<file path="config.mk">
export PLATFORM = sky130hd
export DESIGN_NAME = tlt_fifo
export DESIGN_NICKNAME = d
export VERILOG_FILES = /design/src/rtl/core/tlt_pkg.sv /design/src/rtl/core/tlt_fifo.sv
export SDC_FILE = /design/constraint.sdc
export NUM_CORES = 1
export LEC_CHECK = 0
export ABC_AREA = 1
export BUFFER_PORTS_ARGS = -buffer_cell sky130_fd_sc_hd__clkbuf_2
export CORE_MARGIN = 8
export CORE_UTILIZATION = 47
export DETAILED_ROUTE_END_ITERATION = 8
export PLACE_DENSITY = 0.75
export SLEW_MARGIN = 20
export SYNTH_ARGS = -nofsm -noshare
export SYNTH_HDL_FRONTEND = slang
export SYNTH_SLANG_ARGS = --single-unit
</file>
<file path="constraint.sdc">
create_clock -name clock -period 10.15 [get_ports clock]
set_input_delay 0.5075 -clock clock [delete_from_list [all_inputs] [get_ports clock]]
set_output_delay 0.5075 -clock clock [all_outputs]
set_load 0.05 [all_outputs]
</file>
<file path="src/rtl/core/tlt_pkg.sv">
`default_nettype none
package tlt_pkg;

   localparam logic [30:0] HALF_WIDTH_RESET = 31'd32768;
   localparam int QUEUE_DEPTH = 2;

   // vertex k takes the end point when bit k is set, adds the offset when bit k is set
   localparam logic [5:0] VSEL_END = 6'b110100;
   localparam logic [5:0] VSEL_ADD = 6'b010101;

   typedef struct packed {
      logic [31:0] sx;
      logic [31:0] sy;
      logic [31:0] ex;
      logic [31:0] ey;
      logic [32:0] dx;
      logic [32:0] dy;
      logic        degen;
   } seg_type;

   typedef enum logic [3:0] {
      B_IDLE,
      B_ABS,
      B_NORM,
      B_SQA,
      B_SQB,
      B_SQRT,
      B_MUL,
      B_DIV,
      B_OFS,
      B_EMIT
   } back_state_type;

   function automatic logic [31:0] sat_34(input logic signed [33:0] v);
      logic [31:0] r;
      if (v > 34'sd2147483647) begin
         r = 32'h7fff_ffff;
      end else if (v < -34'sd2147483648) begin
         r = 32'h8000_0000;
      end else begin
         r = v[31:0];
      end
      return r;
   endfunction

endpackage
`default_nettype wire

</file>
<file path="src/rtl/core/tlt_fifo.sv">
`default_nettype none
module tlt_fifo
   import tlt_pkg::*;
#(
   parameter int DEPTH = QUEUE_DEPTH
)
(
   input  wire logic    clock,
   input  wire logic    reset,
   input  wire logic    push_valid,
   output logic         push_ready,
   input  wire seg_type push_data,
   output logic         pop_valid,
   input  wire logic    pop_ready,
   output seg_type      pop_data
);

   localparam int PW = (DEPTH > 1) ? $clog2(DEPTH) : 1;
   localparam int CW = $clog2(DEPTH + 1);
   localparam logic [PW-1:0] LAST = PW'(DEPTH - 1);
   localparam logic [CW-1:0] FULL = CW'(DEPTH);

   seg_type       mem_ff [DEPTH];
   logic [PW-1:0] wr_ff, wr_in;
   logic [PW-1:0] rd_ff, rd_in;
   logic [CW-1:0] cnt_ff, cnt_in;
   logic          do_push, do_pop;

   assign push_ready = (cnt_ff != FULL);
   assign pop_valid  = (cnt_ff != '0);
   assign pop_data   = mem_ff[rd_ff];
   assign do_push    = push_valid && push_ready;
   assign do_pop     = pop_valid && pop_ready;

   always_comb begin
      wr_in  = do_push ? ((wr_ff == LAST) ? '0 : wr_ff + 1'b1) : wr_ff;
      rd_in  = do_pop ? ((rd_ff == LAST) ? '0 : rd_ff + 1'b1) : rd_ff;
      cnt_in = cnt_ff + CW'(do_push) - CW'(do_pop);
   end

   always_ff @(posedge clock) begin
      if (reset) begin
         wr_ff  <= '0;
         rd_ff  <= '0;
         cnt_ff <= '0;
      end else begin
         wr_ff  <= wr_in;
         rd_ff  <= rd_in;
         cnt_ff <= cnt_in;
      end
   end

   always_ff @(posedge clock) begin
      if (do_push) begin
         mem_ff[wr_ff] <= push_data;
      end
   end

endmodule
`default_nettype wire

</file>
==> impl_metrics.ini <==
[global_route]
grt_pass1_wl_mm = 46.26
grt_start_max_net_pins = 78
grt_pass1_vias = 7758
overflow = 0
antenna_found_initial = 8
grt_usage = 0.1583

[power]
p_per_area_mw_per_mm2 = 295.6
leakage_nw = 7.356
p_sw_frac = 0.3601
power_frac_comb = 0.341
p_sw_mw = 1.983
power_frac_clock = 0.270
p_total_mw = 5.507
peakVddDrop_v = 0.0003042
p_int_mw = 3.524
pwr-share-seq = 0.389

[synth]
syn_nets = 843
async_reset_ff_frac = 0
synth_seq_area_share = 0.7912
synth_flop_cell = edfxtp_1
synth.most_common_cell = edfxtp_1
synth_top_cell_area_share = 0.7845
synth_cells = 643
synth_top_cell_by_area = edfxtp_1
synthDistinctLibCells = 14
ys_warn_count = 0
synth_seq_cells = 395
synth_commonest_cells = 390 x edfxtp_1, 150 x mux2_4, 45 x mux2_2
synth_edf_count = 390
syn_area_per_cell_um2 = 23.22
synth_area_mm2 = 0.01493
yosys-top-cells-area = edfxtp_1 78%, mux2_4 15%, mux2_2 3.4%, buf_6 1.4%, dfxtp_1 0.67%

[worst_setup_path]
start_kind = flop
worstPathArrival_ps = 3690
required_ps = 9640
cp_max_fo = 57
critical_path_class = reg2out
end_kind = output port

[floorplan]
start_util = 0.4755
die_h_um = 194.2
pin_count = 396
num_rows = 65
core-area_mm2 = 0.03139
die_w_um = 194.2
die_area_mm2 = 0.03772

[route]
vias = 7289
vias_per_cell = 4.856
wl_per_cell_um = 20.72
drt_iter0_markers = 289
drc = 0
drt-total-wl_mm = 31.10
drtAntennaViolNets = 0
first_pass_iters = 4

[timing]
finClkSkew_ps = 10.39
min_period_ps = 4194
fmax_mhz = 238.5
grt_setup_unrepaired = false
finalSetupTns_ps = 0
min_period_over_period = 0.4132
max_slew.worst_pin.slew_ps = 1036
slew_violations = 0
setup_violations = 0
hold_viol = 0
slew_headroom = 0.3095

[worst_hold_path]
min_path_type = in2reg

[clock_tree]
cts.repair.resized = 0
cts_sinks = 395
cts-root-buf = clkbuf_16
path_clk_slew_ps = 60
tritoncts = done
cts-htree-levels = 2
numCtsBuffers = 41
cts_hold_buf = 0
post_cts_buffers = 0
clock_path_buffers = 3
clk_latency_ps = 520

[place]
hpwlAfterDp_mm = 22.01
dp_cells = 1427
postPlaceCellArea_mm2 = 0.01727
gp_congestion = 0.7341
io_buffers = 395

[status]
status = finished clean

[finish]
area_delta_synth_final_pct = 24.78
fin_nets = 1268
fin_util = 0.5934
layout-drive-gt1-share = 0.6022
multi_input_area_mm2 = 0.002879
final_area_mm2 = 0.01863
fillers = 2312
regArea_mm2 = 0.01182
final_cells = 1501

[run]
cap_violations = 0
## cells in the final DEF, fill, tap and decap left out, types with 5 or more instances in the layout
master	n
mux2_2	45
inv_1	8
edfxtp_1	390
nand2_1	8
buf_4	9
clkbuf_2	395
clkinv_1	9
nor2_1	7
bufinv_16	5
clkbuf_16	43
mux2_4	150
## critical path: stages, from the launching register on
cell and delay [ps]:
dfxtp_4 670, buf_4 800, buf_4 900, mux2_2 430
clkbuf_2 250
## path summary, 6_finish.rpt
check                             from                  endpoint  slack [ps]  cells after the start
setup / recovery                  flop              pop_data[13]        5960                      4
hold / removal          push_data[180]  mem_ff[1][180]$_DFFE_PP_         180                      1
setup reg to reg  cnt_ff[0]$_SDFF_PP0_  mem_ff[1][143]$_DFFE_PP_        6810                      6
hold reg to reg     rd_ff$_SDFFE_PP0P_        rd_ff$_SDFFE_PP0P_         510                      2
## cell type report
| class | count | share of cell area |
|---|---|---|
| Multi-Input combinational cell | 218 | 0.1546 |
| Inverter | 8 | 0.001612 |
| Clock buffer | 47 | 0.05857 |
| Tap cell | 402 | 0.02700 |
| Sequential cell | 395 | 0.6343 |
| Antenna cell | 3 | 0.0004030 |
| Clock inverter | 24 | 0.01384 |
| Timing Repair Buffer | 404 | 0.1098 |
## routing by layer
| metal | track usage | part of all wire |
|---|---|---|
| met1 | 0.1759 | 0.38 |
| met2 | 0.2728 | 0.50 |
| met3 | 0.06196 | 0.090 |
| met4 | 0.05771 | 0.029 |
| met5 | 0 | 0.0022 |
## registers in the layout, indices dropped and copies added (netlist names), named ones only
register	count
wr_ff	1
cnt_ff	2
rd_ff	1
mem_ff	390
## power by group through the flow
stage,logic [mW],clock network [mW],registers (mW)
5_1_grt,1.96,1.59,2.16
4_1_cts,1.91,1.53,2.15
3_3_place_gp,1.89,0,2.17
3_5_place_dp,1.90,0,2.18
6_report,1.88,1.49,2.14
2_1_floorplan,1.55,0,2.22
## stage by stage
| stage | worst slack [ps] | hold slack (ps) |
|---|---|---|
| after floorplan | 264.0 | 466.9 |
| after global routing | 5751 | 145.2 |
| after detailed placement | 6478 | 502.5 |
| after CTS | 5882 | 141.8 |
| final | 5956 | 177.1 |
| after global placement | 6503 | 481.4 |
## logic make-up (layout without fill, tap and decap cells)
group,count (synthesis),in the layout,synth area share
AO/OA/AOI/OAI,2,2,0.0006705
XOR/XNOR,1,1,0.0005868
adder cells (fa/ha/maj),1,1,0.0008380
buffers and inverters,30,483,0.01693
flip-flops,395,395,0.7912
multiplexers,195,195,0.1848
other,0,3,0
AND/OR/NAND/NOR,19,19,0.004944
Power figures use the tool's default switching activity.
