[src/rtl/core/tlt_pkg.sv]
`default_nettype none
package tlt_pkg;

   localparam logic [30:0] HALF_WIDTH_RESET = 31'd32768;
   localparam int QUEUE_DEPTH = 2;

   // vertex k takes the end point when bit k is set, adds the offset when bit k is set
   localparam logic [5:0] VSEL_END = 6'b110100;
   localparam logic [5:0] VSEL_ADD = 6'b010101;

   typedef struct packed {
      logic [31:0] sx;
      logic [31:0] sy;
      logic [31:0] ex;
      logic [31:0] ey;
      logic [32:0] dx;
      logic [32:0] dy;
      logic        degen;
   } seg_type;

   typedef enum logic [3:0] {
      B_IDLE,
      B_ABS,
      B_NORM,
      B_SQA,
      B_SQB,
      B_SQRT,
      B_MUL,
      B_DIV,
      B_OFS,
      B_EMIT
   } back_state_type;

   function automatic logic [31:0] sat_34(input logic signed [33:0] v);
      logic [31:0] r;
      if (v > 34'sd2147483647) begin
         r = 32'h7fff_ffff;
      end else if (v < -34'sd2147483648) begin
         r = 32'h8000_0000;
      end else begin
         r = v[31:0];
      end
      return r;
   endfunction

endpackage
`default_nettype wire

[src/rtl/core/tlt_channels.sv]
`default_nettype none
interface tlt_req_if;
   logic        valid;
   logic        ready;
   logic [31:0] start_x;
   logic [31:0] start_y;
   logic [31:0] end_x;
   logic [31:0] end_y;
   modport source (output valid, start_x, start_y, end_x, end_y, input ready);
   modport sink (input valid, start_x, start_y, end_x, end_y, output ready);
endinterface

`default_nettype wire

[src/rtl/core/tlt_front.sv]
`default_nettype none
module tlt_front
   import tlt_pkg::*;
(
   tlt_req_if.sink req_ch,
   input  wire logic    q_ready,
   output logic         q_valid,
   output seg_type      q_data
);

   logic signed [32:0] dx;
   logic signed [32:0] dy;

   always_comb begin
      dx = $signed({req_ch.end_x[31], req_ch.end_x})
         - $signed({req_ch.start_x[31], req_ch.start_x});
      dy = $signed({req_ch.end_y[31], req_ch.end_y})
         - $signed({req_ch.start_y[31], req_ch.start_y});
      q_data.sx    = req_ch.start_x;
      q_data.sy    = req_ch.start_y;
      q_data.ex    = req_ch.end_x;
      q_data.ey    = req_ch.end_y;
      q_data.dx    = dx;
      q_data.dy    = dy;
      q_data.degen = (dx == 33'sd0) && (dy == 33'sd0);
   end

   assign q_valid      = req_ch.valid;
   assign req_ch.ready = q_ready;

endmodule
`default_nettype wire

[src/flat_wrapper.sv]
// flat-port wrapper written by rule: the top's interface ports become plain ports
module tlt_front_flat import tlt_pkg::*;
  (q_ready, q_valid, q_data, req_ch_valid, req_ch_start_x, req_ch_start_y, req_ch_end_x, req_ch_end_y, req_ch_ready);
  tlt_req_if req_ch_i ();
  input  wire logic q_ready;
  output logic q_valid;
  output seg_type q_data;
  input wire logic [$bits(req_ch_i.valid)-1:0] req_ch_valid;
  input wire logic [$bits(req_ch_i.start_x)-1:0] req_ch_start_x;
  input wire logic [$bits(req_ch_i.start_y)-1:0] req_ch_start_y;
  input wire logic [$bits(req_ch_i.end_x)-1:0] req_ch_end_x;
  input wire logic [$bits(req_ch_i.end_y)-1:0] req_ch_end_y;
  output wire logic [$bits(req_ch_i.ready)-1:0] req_ch_ready;
  assign req_ch_i.valid = req_ch_valid;
  assign req_ch_i.start_x = req_ch_start_x;
  assign req_ch_i.start_y = req_ch_start_y;
  assign req_ch_i.end_x = req_ch_end_x;
  assign req_ch_i.end_y = req_ch_end_y;
  assign req_ch_ready = req_ch_i.ready;
  tlt_front u_core (.req_ch(req_ch_i), .q_ready(q_ready), .q_valid(q_valid), .q_data(q_data));
endmodule
[config.mk]
export PLATFORM = sky130hd
export DESIGN_NAME = tlt_front_flat
export DESIGN_NICKNAME = d
export VERILOG_FILES = /design/src/rtl/core/tlt_pkg.sv /design/src/rtl/core/tlt_channels.sv /design/src/rtl/core/tlt_front.sv /design/src/flat_wrapper.sv
export SDC_FILE = /design/constraint.sdc
export NUM_CORES = 1
export LEC_CHECK = 0
export ABC_AREA = 1
export ABC_CLOCK_PERIOD_IN_PS = 2100
export BUFFER_PORTS_ARGS = -buffer_cell sky130_fd_sc_hd__buf_2
export CORE_AREA = 2 2 105 209
export DETAILED_ROUTE_END_ITERATION = 12
export DIE_AREA = 0 0 107 211
export GPL_TIMING_DRIVEN = 0
export SETUP_SLACK_MARGIN = 0.02
export SYNTH_ARGS = -nofsm -noshare
export SYNTH_HDL_FRONTEND = slang
export SYNTH_SLANG_ARGS = --single-unit
export TNS_END_PERCENT = 20
[constraint.sdc]
create_clock -name vclk -period 2.1
set_input_delay 0.105 -clock vclk [all_inputs]
set_output_delay 0.105 -clock vclk [all_outputs]
set_load 0.05 [all_outputs]
==> flow_metrics.tcl <==
set metrics [dict create \
    detailedRoute.firstIterationViolations 220 \
    whs_ns 0.5118 \
    setup_repair_after_global_routing_missed_its_margin "yes" \
    finalSetupViolCount 1 \
    cap_violations 0 \
    run_status "complete, but fails checks" \
    worst_tran_pin_value_ns 0.3215 \
    sum_of_routed_wire_length_over_all_layers_microns 24600 \
    placeableCoreArea_sq_mm 0.02093 \
    worst-setup-path-type "in2out" \
    crit_arrival_ns 2.35 \
    dieArea_sq_mm 0.02258 \
    post_route_clock_period_utilization 1.169 \
    dominant_cell_type_by_area_after_synthesis "sky130_fd_sc_hd__nand2_1" \
    grt_max_degree 8 \
    critical_path.endpoint_type "primary output" \
    seq_cells 0 \
    initial_utilization 0.3174 \
    clock.fmax_ghz 0.4073 \
    drt-vias-per-instance 4.418 \
    layout-drive-gt1-share 0.4068 \
    total_placed_instance_area_sq_mm 0.008805 \
    detail-route-antenna-nets 0 \
    min_tclk_post_route_ns 2.455 \
    slowest_stage "sky130_fd_sc_hd__fa_2" \
    worst_path_dominant_cell_family "simple AND/OR/NAND/NOR gates" \
    dieHeight_microns 211 \
    place.gp.congestion 0.9555 \
    worstPathBufferInverterCount 5 \
    fp.dieW_microns 107 \
    post_synth_inst_count 1347 \
    first_global_vias 8211 \
    route.detailed.wl_per_inst_microns 12.52 \
    first_pass_grt_wire_length_microns 37600 \
    via_count 8682 \
    min_path_type "in2out" \
    failed_checks "setup timing" \
    worst_ir_drop_vdd_mv 0.2918 \
    grt_remaining_overflow 0 \
    seq_area_sq_um 0 \
    drt_pre_antenna_iters 5 \
    cts_hold_buf 0 \
    n_clock_buffer 0 \
    syn2layout_area_growth_pct 46.19 \
    final_design_area_no_fill_sq_mm 0.009711 \
    critPathMaxStageDelay_ns 0.37 \
    hpwlAfterDp_microns 22020 \
    power-per-cell-area_mw_per_mm2 424.6 \
    max_slew_headroom_at_the_worst_pin 0.7852 \
    synth.lib_cells_used.distinct 30 \
    n_antenna_cell 0 \
    num_io_pins 327 \
    syn_nets 1543 \
    yosys_warnings 0 \
    crit_fanout 4 \
    worst-endpoint-required_ns 2.00 \
    crit_path_cell_trace "buf_8 -> inv_8 -> ha_4 -> fa_2 -> inv_2 -> nand2_4 -> nand2_4 -> nand3_4 -> nand2_4 -> nand2_4 -> nand2_4 -> buf_4 -> nand2_2 -> nand3_2 -> nand2_4 -> nor2_2 -> nand2_1 -> nor2_1 -> nand3_1 -> nor2_4 -> buf_8" \
    utilization 0.4640 \
    drc 0 \
    critical_path.startpoint_type "input pin" \
    globalRouteTotalUtil 0.2030 \
    antenna_found_initial 0 \
    setup_slack_ns -0.3554 \
    final-instance-count-excl-fill 1965 \
    post-place-ws_ns -0.7766 \
    syn-cell-area_sq_mm 0.006643 \
    ys_top_cells_by_area "sky130_fd_sc_hd__nand2_1 27%, sky130_fd_sc_hd__inv_1 18%, sky130_fd_sc_hd__buf_4 15%, sky130_fd_sc_hd__ha_1 12%, sky130_fd_sc_hd__nand3_1 6.0%" \
    finalHoldViolations 0 \
    static-leakage-power_uw 0.006195 \
    std_cell_rows 75 \
    nNetsFinal 1894 \
    fill_cells 2368 \
    maxSlewViolCount 0 \
    syn_avg_cell_area_sq_um 4.931 \
    critical-path-top-cell-by-count "sky130_fd_sc_hd__nand2_4" \
    ys_seq_area_frac 0 \
    yosys.area.top_type_share 0.2712 \
    placed_cells_incl_taps 1941 \
    numPortBuffers 325 \
]
-- cell type report --
type	count	area (sq um)	share of cell area
inverters	328	1241	0.1278
plain buffers	130	975.9	0.1005
repair buffers	349	1933	0.1991
well taps	269	336.6	0.03466
multi-input cells	889	5224	0.5379
-- kinds of logic after synthesis --
family,count (synthesis),synth area share
xor+xnor,3,0.003956
compound gates,67,0.05500
buf+inv,458,0.3323
fa+ha+maj,66,0.1266
simple gates,753,0.4822
-- placed cells by master, fill, tap and decap left out, types with 4 or more instances in the layout --
cell type | synthesis | routed
sky130_fd_sc_hd__nand2_1 | 480 | 415
sky130_fd_sc_hd__inv_1 | 326 | 320
sky130_fd_sc_hd__buf_2 | 0 | 303
sky130_fd_sc_hd__buf_4 | 130 | 156
sky130_fd_sc_hd__nor2_1 | 101 | 78
sky130_fd_sc_hd__nand2_2 | 26 | 70
sky130_fd_sc_hd__nand3_1 | 80 | 61
sky130_fd_sc_hd__a21oi_1 | 45 | 34
sky130_fd_sc_hd__ha_1 | 64 | 33
sky130_fd_sc_hd__nor2_2 | 8 | 25
sky130_fd_sc_hd__nand2_4 | 0 | 21
sky130_fd_sc_hd__nand4_1 | 21 | 21
sky130_fd_sc_hd__ha_2 | 0 | 19
sky130_fd_sc_hd__nand3_2 | 2 | 16
sky130_fd_sc_hd__nand3b_1 | 15 | 15
sky130_fd_sc_hd__a21oi_2 | 2 | 13
sky130_fd_sc_hd__ha_4 | 0 | 12
sky130_fd_sc_hd__o21ai_0 | 9 | 7
sky130_fd_sc_hd__nor2_4 | 1 | 7
sky130_fd_sc_hd__nor3_2 | 4 | 7
sky130_fd_sc_hd__buf_6 | 0 | 7
sky130_fd_sc_hd__clkbuf_4 | 0 | 7
sky130_fd_sc_hd__inv_2 | 2 | 6
sky130_fd_sc_hd__buf_8 | 0 | 6
sky130_fd_sc_hd__nand3_4 | 0 | 5
sky130_fd_sc_hd__nor3_1 | 8 | 5
sky130_fd_sc_hd__and2_1 | 4 | 4
sky130_fd_sc_hd__o21bai_1 | 5 | 4
-- stage by stage --
stage	setup TNS, ns	total power (uW)
detailed placement	-1.376	3775
global placement	-1.197	3761
CTS	-0.3628	3880
global route	-0.6214	4459
finish	-0.3554	4123
floorplan	-0.1039	2845
-- routing by layer --
layer / GRT usage / routed length (microns) / part of all wire
met1: 0.2100 / 9031 / 0.37
met2: 0.4195 / 13670 / 0.56
met3: 0.01142 / 955 / 0.039
met4: 0.06225 / 943 / 0.038
met5: 0 / 0 / 0
-- what timing repair did --
item | 4_1_cts | 5_1_grt
gates resized for setup | 49 | 156
pin swaps | 21 | 33
setup endpoints to repair | 14 | 33
gates cloned | 0 | 0
setup buffers | 12 | 12
-- power by group --
group | leakage [uW] | switching [uW] | total, uW | internal [uW]
Combinational | 0.00620 | 2860 | 4120 | 1270
Sequential | 0 | 0 | 0 | 0
Clock | 0 | 0 | 0 | 0
-- synthesized netlist by cell type, drive strengths merged --
library cell and number:
xnor2 3, a31oi 1, inv 328, nand3 82
o21ai 10, and3 1, nand3b 15, a21oi 47
ha 64, nor2 110, o21bai 5, nor3 13
buf 130, nand4 21, fa 2, o21a 2
or2 1, o22ai 1, a21o 1, nand2 506
and2 4
-- worst paths after layout --
kind / cells after the start / from / slack [ns] / end
max: 21 / req_ch_end_y[0] / -0.36 / q_data[0]
min: 2 / req_ch_valid / 0.51 / q_valid
(Power assumes the default switching activity.)
